**src/mx4_pkg.sv**
```systemverilog
// mx4_pkg: shared types and fixed port widths for the 4x4 matrix multiplier.
// No dependencies.
`default_nettype none

package mx4_pkg;

  // Port field widths fixed by the item format
  localparam int IN_W  = 32;
  localparam int OUT_W = 32;
  localparam int POS_W = 2;

  // Control from the sequencer to the multiply-accumulate unit
  typedef struct packed {
    logic clear;   // zero the accumulator
    logic mul_en;  // capture a new product
    logic acc_en;  // add the rescaled product into the accumulator
  } mac_ctl_t;

endpackage

`default_nettype wire

```
**src/mx4_ram.sv**
```systemverilog
// mx4_ram: generic single-write, single-read RAM with registered read data.
// No dependencies.
`default_nettype none

module mx4_ram #(
  parameter int WIDTH = 32,
  parameter int DEPTH = 16
) (
  input  wire logic                     clk,
  input  wire logic                     we,
  input  wire logic [$clog2(DEPTH)-1:0] waddr,
  input  wire logic [WIDTH-1:0]         wdata,
  input  wire logic [$clog2(DEPTH)-1:0] raddr,
  output logic      [WIDTH-1:0]         rdata
);

  logic [WIDTH-1:0] mem [DEPTH];

  always_ff @(posedge clk) begin
    if (we) begin
      mem[waddr] <= wdata;
    end
    rdata <= mem[raddr];
  end

endmodule

`default_nettype wire

```
**src/mx4_mac.sv**
```systemverilog
// mx4_mac: shared multiply-accumulate unit with floor rescale and saturation.
// Depends on mx4_pkg (mac_ctl_t).
`default_nettype none

module mx4_mac
  import mx4_pkg::*;
#(
  parameter int DIM       = 4,
  parameter int ELEM_BITS = 32,
  parameter int FRAC_BITS = 16
) (
  input  wire logic                        clk,
  input  wire mac_ctl_t                    ctl,
  input  wire logic signed [ELEM_BITS-1:0] a,
  input  wire logic signed [ELEM_BITS-1:0] b,
  output logic signed      [ELEM_BITS-1:0] sat
);

  localparam int PROD_W = 2 * ELEM_BITS;
  localparam int PSH_W  = PROD_W - FRAC_BITS;
  localparam int ACC_W  = PSH_W + $clog2(DIM) + 1;

  localparam logic signed [ACC_W-1:0] SAT_HI =
    {{(ACC_W - ELEM_BITS + 1){1'b0}}, {(ELEM_BITS - 1){1'b1}}};
  localparam logic signed [ACC_W-1:0] SAT_LO = ~SAT_HI;

  logic signed [PROD_W-1:0] prod_r;
  logic signed [ACC_W-1:0]  acc_r;
  logic signed [PROD_W-1:0] prod_sh;
  logic signed [PSH_W-1:0]  prod_rs;

  // arithmetic shift rounds toward minus infinity
  assign prod_sh = prod_r >>> FRAC_BITS;
  assign prod_rs = prod_sh[PSH_W-1:0];

  always_ff @(posedge clk) begin
    if (ctl.mul_en) begin
      prod_r <= PROD_W'(a) * PROD_W'(b);
    end
    if (ctl.clear) begin
      acc_r <= '0;
    end else if (ctl.acc_en) begin
      acc_r <= acc_r + ACC_W'(prod_rs);
    end
  end

  always_comb begin
    if (acc_r > SAT_HI) begin
      sat = SAT_HI[ELEM_BITS-1:0];
    end else if (acc_r < SAT_LO) begin
      sat = SAT_LO[ELEM_BITS-1:0];
    end else begin
      sat = acc_r[ELEM_BITS-1:0];
    end
  end

endmodule

`default_nettype wire

```
**src/matrix4_multiply.sv**
```systemverilog
// matrix4_multiply: streaming DIM x DIM fixed-point matrix multiplier, top level.
// Depends on mx4_pkg, mx4_ram (operand stores) and mx4_mac (shared MAC unit).
//
//  channel | ports                                          | direction
//  --------+------------------------------------------------+----------
//  input   | in_valid, in_ready, in_elem_value               | in
//  result  | out_valid, out_ready, out_prod_value, out_row,  | out
//          | out_col, out_last_elem                          |
//  config  | cfg_we, cfg_wdata (transpose_out)               | in
//
// Loading accepts one item per cycle: 2*DIM*DIM items fill both stores.
// Each result cell is then computed on the single MAC (DIM reads, the RAM
// read register, multiply register, accumulate), followed by the output handshake.
// A stalled result holds the sequencer; no input is taken until all DIM*DIM
// results of a run are delivered. Synchronous reset clears the control state.
`default_nettype none

module matrix4_multiply
  import mx4_pkg::*;
#(
  parameter int DIM       = 4,
  parameter int ELEM_BITS = 32,
  parameter int FRAC_BITS = 16
) (
  input  wire logic              clk,
  input  wire logic              rst_n,
  input  wire logic              in_valid,
  output logic                   in_ready,
  input  wire logic [IN_W-1:0]   in_elem_value,
  output logic                   out_valid,
  input  wire logic              out_ready,
  output logic [OUT_W-1:0]       out_prod_value,
  output logic [POS_W-1:0]       out_row,
  output logic [POS_W-1:0]       out_col,
  output logic                   out_last_elem,
  input  wire logic              cfg_we,
  input  wire logic              cfg_wdata
);

  localparam int CELLS = DIM * DIM;
  localparam int AW    = $clog2(CELLS);
  localparam int CW    = $clog2(2 * CELLS);
  localparam int IW    = $clog2(DIM);

  typedef enum logic [1:0] {
    S_LOAD,
    S_CALC,
    S_OUT
  } state_t;

  state_t          state_r, state_nxt;
  logic [CW-1:0]   load_cnt_r, load_cnt_nxt;
  logic [IW-1:0]   row_r, row_nxt;
  logic [IW-1:0]   col_r, col_nxt;
  logic [IW-1:0]   k_r, k_nxt;
  logic            issue_r, issue_nxt;
  logic            rd_v_r, rd_last_r;
  logic            mul_v_r, mul_last_r;
  logic            acc_done_r;
  logic            out_valid_r, out_valid_nxt;
  logic [OUT_W-1:0] prod_r, prod_nxt;
  logic [POS_W-1:0] orow_r, orow_nxt;
  logic [POS_W-1:0] ocol_r, ocol_nxt;
  logic            olast_r, olast_nxt;
  logic            transpose_r;

  logic                  in_acc;
  logic                  left_we, right_we;
  logic [AW-1:0]         left_waddr, right_waddr;
  logic [AW-1:0]         left_raddr, right_raddr;
  logic [IW-1:0]         lrow, rcol;
  logic [ELEM_BITS-1:0]  wdata;
  logic [ELEM_BITS-1:0]  left_rdata, right_rdata;
  logic signed [ELEM_BITS-1:0] mac_sat;
  logic                  last_k, last_cell;
  mac_ctl_t              mac_ctl;

  assign in_ready  = (state_r == S_LOAD);
  assign in_acc    = in_valid && in_ready;
  assign wdata     = in_elem_value[ELEM_BITS-1:0];

  assign left_we     = in_acc && (load_cnt_r < CW'(CELLS));
  assign right_we    = in_acc && (load_cnt_r >= CW'(CELLS));
  assign left_waddr  = load_cnt_r[AW-1:0];
  assign right_waddr = AW'(load_cnt_r - CW'(CELLS));

  // transposed output swaps which operand row/column a cell draws on
  assign lrow        = transpose_r ? col_r : row_r;
  assign rcol        = transpose_r ? row_r : col_r;
  assign left_raddr  = AW'(lrow) * AW'(DIM) + AW'(k_r);
  assign right_raddr = AW'(k_r) * AW'(DIM) + AW'(rcol);

  assign last_k    = (k_r == IW'(DIM - 1));
  assign last_cell = (row_r == IW'(DIM - 1)) && (col_r == IW'(DIM - 1));

  assign mac_ctl.clear  = issue_r && (k_r == '0);
  assign mac_ctl.mul_en = rd_v_r;
  assign mac_ctl.acc_en = mul_v_r;

  mx4_ram #(.WIDTH(ELEM_BITS), .DEPTH(CELLS)) u_left (
    .clk   (clk),
    .we    (left_we),
    .waddr (left_waddr),
    .wdata (wdata),
    .raddr (left_raddr),
    .rdata (left_rdata)
  );

  mx4_ram #(.WIDTH(ELEM_BITS), .DEPTH(CELLS)) u_right (
    .clk   (clk),
    .we    (right_we),
    .waddr (right_waddr),
    .wdata (wdata),
    .raddr (right_raddr),
    .rdata (right_rdata)
  );

  mx4_mac #(.DIM(DIM), .ELEM_BITS(ELEM_BITS), .FRAC_BITS(FRAC_BITS)) u_mac (
    .clk (clk),
    .ctl (mac_ctl),
    .a   (left_rdata),
    .b   (right_rdata),
    .sat (mac_sat)
  );

  always_comb begin
    state_nxt     = state_r;
    load_cnt_nxt  = load_cnt_r;
    row_nxt       = row_r;
    col_nxt       = col_r;
    k_nxt         = k_r;
    issue_nxt     = issue_r;
    out_valid_nxt = out_valid_r;
    prod_nxt      = prod_r;
    orow_nxt      = orow_r;
    ocol_nxt      = ocol_r;
    olast_nxt     = olast_r;

    if (issue_r) begin
      k_nxt = k_r + IW'(1);
      if (last_k) begin
        k_nxt     = '0;
        issue_nxt = 1'b0;
      end
    end

    case (state_r)
      S_LOAD: begin
        if (in_acc) begin
          load_cnt_nxt = load_cnt_r + CW'(1);
          if (load_cnt_r == CW'(2 * CELLS - 1)) begin
            load_cnt_nxt = '0;
            row_nxt      = '0;
            col_nxt      = '0;
            k_nxt        = '0;
            issue_nxt    = 1'b1;
            state_nxt    = S_CALC;
          end
        end
      end
      S_CALC: begin
        if (acc_done_r) begin
          out_valid_nxt = 1'b1;
          prod_nxt      = OUT_W'(mac_sat);
          orow_nxt      = POS_W'(row_r);
          ocol_nxt      = POS_W'(col_r);
          olast_nxt     = last_cell;
          state_nxt     = S_OUT;
        end
      end
      S_OUT: begin
        if (out_ready) begin
          out_valid_nxt = 1'b0;
          if (last_cell) begin
            state_nxt = S_LOAD;
          end else begin
            if (col_r == IW'(DIM - 1)) begin
              col_nxt = '0;
              row_nxt = row_r + IW'(1);
            end else begin
              col_nxt = col_r + IW'(1);
            end
            k_nxt     = '0;
            issue_nxt = 1'b1;
            state_nxt = S_CALC;
          end
        end
      end
      default: begin
        state_nxt = S_LOAD;
      end
    endcase
  end

  always_ff @(posedge clk) begin
    if (!rst_n) begin
      state_r     <= S_LOAD;
      load_cnt_r  <= '0;
      row_r       <= '0;
      col_r       <= '0;
      k_r         <= '0;
      issue_r     <= 1'b0;
      rd_v_r      <= 1'b0;
      rd_last_r   <= 1'b0;
      mul_v_r     <= 1'b0;
      mul_last_r  <= 1'b0;
      acc_done_r  <= 1'b0;
      out_valid_r <= 1'b0;
      transpose_r <= 1'b0;
    end else begin
      state_r     <= state_nxt;
      load_cnt_r  <= load_cnt_nxt;
      row_r       <= row_nxt;
      col_r       <= col_nxt;
      k_r         <= k_nxt;
      issue_r     <= issue_nxt;
      // read, multiply, accumulate pipeline markers
      rd_v_r      <= issue_r;
      rd_last_r   <= issue_r && last_k;
      mul_v_r     <= rd_v_r;
      mul_last_r  <= rd_v_r && rd_last_r;
      acc_done_r  <= mul_v_r && mul_last_r;
      out_valid_r <= out_valid_nxt;
      if (cfg_we) begin
        transpose_r <= cfg_wdata;
      end
    end
    prod_r  <= prod_nxt;
    orow_r  <= orow_nxt;
    ocol_r  <= ocol_nxt;
    olast_r <= olast_nxt;
  end

  assign out_valid      = out_valid_r;
  assign out_prod_value = prod_r;
  assign out_row        = orow_r;
  assign out_col        = ocol_r;
  assign out_last_elem  = olast_r;

endmodule

`default_nettype wire

```
**config.mk**
```make
export PLATFORM = sky130hd
export DESIGN_NAME = matrix4_multiply
export DESIGN_NICKNAME = d
export VERILOG_FILES = /design/src/mx4_pkg.sv /design/src/mx4_ram.sv /design/src/mx4_mac.sv /design/src/matrix4_multiply.sv
export SDC_FILE = /design/constraint.sdc
export NUM_CORES = 2
export LEC_CHECK = 0
export ABC_AREA = 1
export BUFFER_PORTS_ARGS = -buffer_cell sky130_fd_sc_hd__buf_2
export CELL_PAD_IN_SITES_DETAIL_PLACEMENT = 0
export CELL_PAD_IN_SITES_GLOBAL_PLACEMENT = 1
export CORE_MARGIN = 5
export CORE_UTILIZATION = 56
export DETAILED_ROUTE_END_ITERATION = 10
export MAX_ROUTING_LAYER = met4
export PLACE_DENSITY = 0.86
export RECOVER_POWER = 100
export SLEW_MARGIN = 20
export SYNTH_ARGS = -nofsm -noshare
export SYNTH_HDL_FRONTEND = slang
export SYNTH_SLANG_ARGS = --single-unit
```
**constraint.sdc**
```tcl
create_clock -name clk -period 21.5 [get_ports clk]
set_input_delay 4.3 -clock clk [delete_from_list [all_inputs] [get_ports clk]]
set_output_delay 4.3 -clock clk [all_outputs]
set_load 0.05 [all_outputs]
```
==> impl_summary.log <==
INFO  metric detailedPlacementHpwl = 173.3 mm
INFO  metric first_global_vias = between 60000 and 70000
INFO  metric cts_post_setup_buffers_inserted = 0
INFO  metric detailedRoute.firstIterationViolations = 5472
INFO  metric wl_per_cell = between 20 and 25 µm
INFO  metric core-area = 158600 µm²
INFO  metric synthesis.yosys.warnings = 0
INFO  metric clkSinkCount = ~1200
INFO  metric via_count = approximately 63000
INFO  metric floorplan.die.width = ~400 µm
INFO  metric fin_crit_sh = approximately 63%
INFO  metric yosysUniqueCellTypes = 54
INFO  metric postSynthCellCount = between 9000 and 10000
INFO  metric crit_path_max_fanout = between 200 and 250
INFO  metric global_route.usage.total = 30.66%
INFO  metric drv.max_cap_violation_count = between 40 and 50
INFO  metric critical_path.max_stage_delay = approximately 4.8 ns
INFO  metric drt_wl_total = approximately 250 mm
INFO  metric root_buffer = clkbuf_16
INFO  metric synth_nets = ~11000
INFO  metric violations_in_the_final_reports = max-capacitance violations, max-slew violations
INFO  metric hold_viol = 0
INFO  metric nFillCells = about 13000
INFO  metric multi_input_area = ~44000 µm²
INFO  metric critPathSlowestCell = clkinvlp_2
INFO  metric timing.setup.critical_path_class = reg2reg
INFO  metric worst_setup_path_end_kind = flip-flop
INFO  metric required_time_of_the_worst_setup_path = between 20 and 25 ns
INFO  metric syn-cell-area = 89310 µm²
INFO  metric pin_count_of_the_biggest_net_entering_global_routing = slightly above 200
INFO  metric final_antenna_net_count = 0
INFO  metric die_area = between 150000 and 200000 µm²
INFO  metric crit_arrival = ~14 ns
INFO  metric finalCriticalPeriod = approximately 14 ns
INFO  metric portBuffers = between 70 and 80
INFO  metric cts_hold_buf = 0
INFO  metric tightestPinTransition = about 9.2 ns
INFO  metric ys_dominant_reg_cell = edfxtp_1
INFO  metric cts_max_path_buffers = 3
INFO  metric setup_repair_after_global_routing_missed_its_margin = false
INFO  metric path_delay_family = buffers and inverters
INFO  metric area_delta_synth_final = 7.187%
INFO  metric count_of_unresolved_drc_violations_after_routing = 0
INFO  metric dieHeight = 409.4 µm
INFO  metric vias_per_cell = ~5.6
INFO  metric synthArstFlopShare = 0%
INFO  metric setup-tns-final = 0 ns
INFO  metric slew_headroom = -516.6%
INFO  metric cts_resized = 0
INFO  metric post-synth-top-area-fraction = between 30 and 40%
INFO  metric final-setup-viol-count = 0
INFO  metric maxClockFrequency = between 0.07 and 0.08 GHz
INFO  metric drt_pass1_iterations = 6
INFO  metric outcome = finished with violations
INFO  metric ys_seq_area_share = just over 40%
INFO  metric synth-edff-count = between 1000 and 1500
INFO  metric synth_top_cells_by_area = edfxtp_1 (37%), fa_1 (24%), inv_1 (8.6%)
INFO  metric initial_standard_cell_utilization_of_the_core = 56.32%
INFO  metric fraction_of_layout_instances_using_a_drive_strength_above_1 = between 3 and 4%
INFO  metric sequential_cell_area = 36030 µm²
INFO  metric ctsHtreeMaxLevel = 4
INFO  metric critical_path_buf_inv_count = 2
INFO  metric crit_chain = clkinvlp_2 > clkbuf_1 > o21ai_0 > o221ai_1 > nand3_1 > nand2_1
INFO  metric cts_inserted_buffers = 132
INFO  metric worst_setup_path_start_kind = flip-flop
INFO  metric grt_overflow_total = 0
INFO  metric yosys_register_bits = between 1000 and 1500
INFO  metric num-nets-final = about 10000
INFO  metric hold_crit_path_type = reg2reg
INFO  metric finalMaxSlewViolations = between 1500 and 2000
INFO  metric layout.cells.most_common = inv_1
INFO  metric yosys.area.top_type = edfxtp_1
INFO  metric clkLatencyLatePin = about 0.80 ns
INFO  metric avgSynthCellArea = approximately 9.7 µm²
INFO  metric first_pass_grt_wire_length = 383.5 mm
INFO  metric antenna_found_initial = 6
INFO  metric tritoncts_clock_tree = yes
INFO  metric clkSlewWorstSetupHoldPaths = around 0.060 ns
INFO  metric ios = between 70 and 80
INFO  metric most-common-layout-cells = inv_1 (2055), nand2_1 (1814), edfxtp_1 (1109)
INFO  metric clock_skew_after_layout = ~0.062 ns
INFO  metric gp_congestion = 0.9727
INFO  metric row_count = approximately 150
## routing by layer
| layer | vias up | GRT usage [%] | part of all wire (%) |
|---|---|---|---|
| li1 | 28620 | - | - |
| met1 | 31460 | 40.03 | 41 |
| met2 | 2381 | 50.45 | 49 |
| met3 | 514 | 3.913 | 6.6 |
| met4 | 0 | 10.05 | 3.6 |
| met5 | - | - | 0 |
## logic make-up after synthesis
group | synth area share [%]
AOI/OAI and AO/OA | 8.199
buffers and inverters | 10.68
DFF | 40.34
and+or+nand+nor | 12.55
xor gates and xnor gates | 0.6374
adders and majority gates | 27.60
## area by class of cell
cell class	instances	area share, %
flip-flops and latches	1245	37.64
well taps	2072	2.708
multi-input cells	5470	45.85
inverters	2067	8.115
repair buffers	198	1.111
diodes	6	0.01568
clock buffers	176	3.749
clock inverters	70	0.8104
## cells in the mapped netlist (all sizes together), types with 119 or more instances
| library cell | instances |
|---|---|
| inv | 2063 |
| nand2 | 1821 |
| edfxtp | 1109 |
| fa | 1082 |
| nor2 | 637 |
| o21ai | 579 |
| a21oi | 366 |
| clkbuf | 330 |
| nand3 | 255 |
| ha | 239 |
| dfxtp | 136 |
| o221ai | 119 |
## sequential cells by signal, summed over array words and instances, names as in the netlist
| register | count |
|---|---|
| load_cnt_r | 5 |
| rd_v_r | 1 |
| u_mac.prod_r | 48 |
| out_last_elem | 1 |
| mul_last_r | 1 |
| row_r | 2 |
| u_right.rdata | 32 |
| k_r | 2 |
| mul_v_r | 1 |
| u_left.mem | 512 |
| out_valid | 1 |
| issue_r | 1 |
| out_col | 2 |
| u_mac.acc_r | 51 |
| u_left.rdata | 32 |
| out_prod_value | 32 |
| transpose_r | 1 |
| col_r | 2 |
| state_r | 2 |
| acc_done_r | 1 |
| rd_last_r | 1 |
| u_right.mem | 512 |
| out_row | 2 |
## worst reg2reg max path, delay by kind of cell (launching register included)
kind	cells	cell delay, ns
AOI/OAI and AO/OA	2	2.03
and+or+nand+nor	2	0.34
DFF	1	2.40
buffers and inverters	2	8.73
## path summary, 6_finish.rpt
| check | to | from | cells after the start | slack (ns) |
|---|---|---|---|---|
| max reg2reg | u_left.rdata[25] | k_r[0] | 6 | 7.85 |
| min reg2reg | mul_last_r | rd_last_r | 2 | 0.44 |
| max | u_left.rdata[25] | k_r[0] | 6 | 7.85 |
| min | mul_last_r | rd_last_r | 2 | 0.44 |
## per-stage QoR
stage          hold WS (ns)  util (%)  cells  cell area [µm²]  setup slack [ns]
6_report             0.4393     60.37  11300            95730             7.850
5_1_grt              0.4550     60.37  11300            95730             6.943
4_1_cts              0.4267     60.60  11300            96090             13.20
3_5_place_dp         0.4281     57.85  11050            91730             13.24
3_3_place_gp         0.4063     57.85  11050            91730             13.15
2_1_floorplan        0.3936         -   9212            89310             13.95
Power is left out: the tool's default activity adds up to more than one toggle a clock period on the data nets, which glitch-free logic cannot reach.
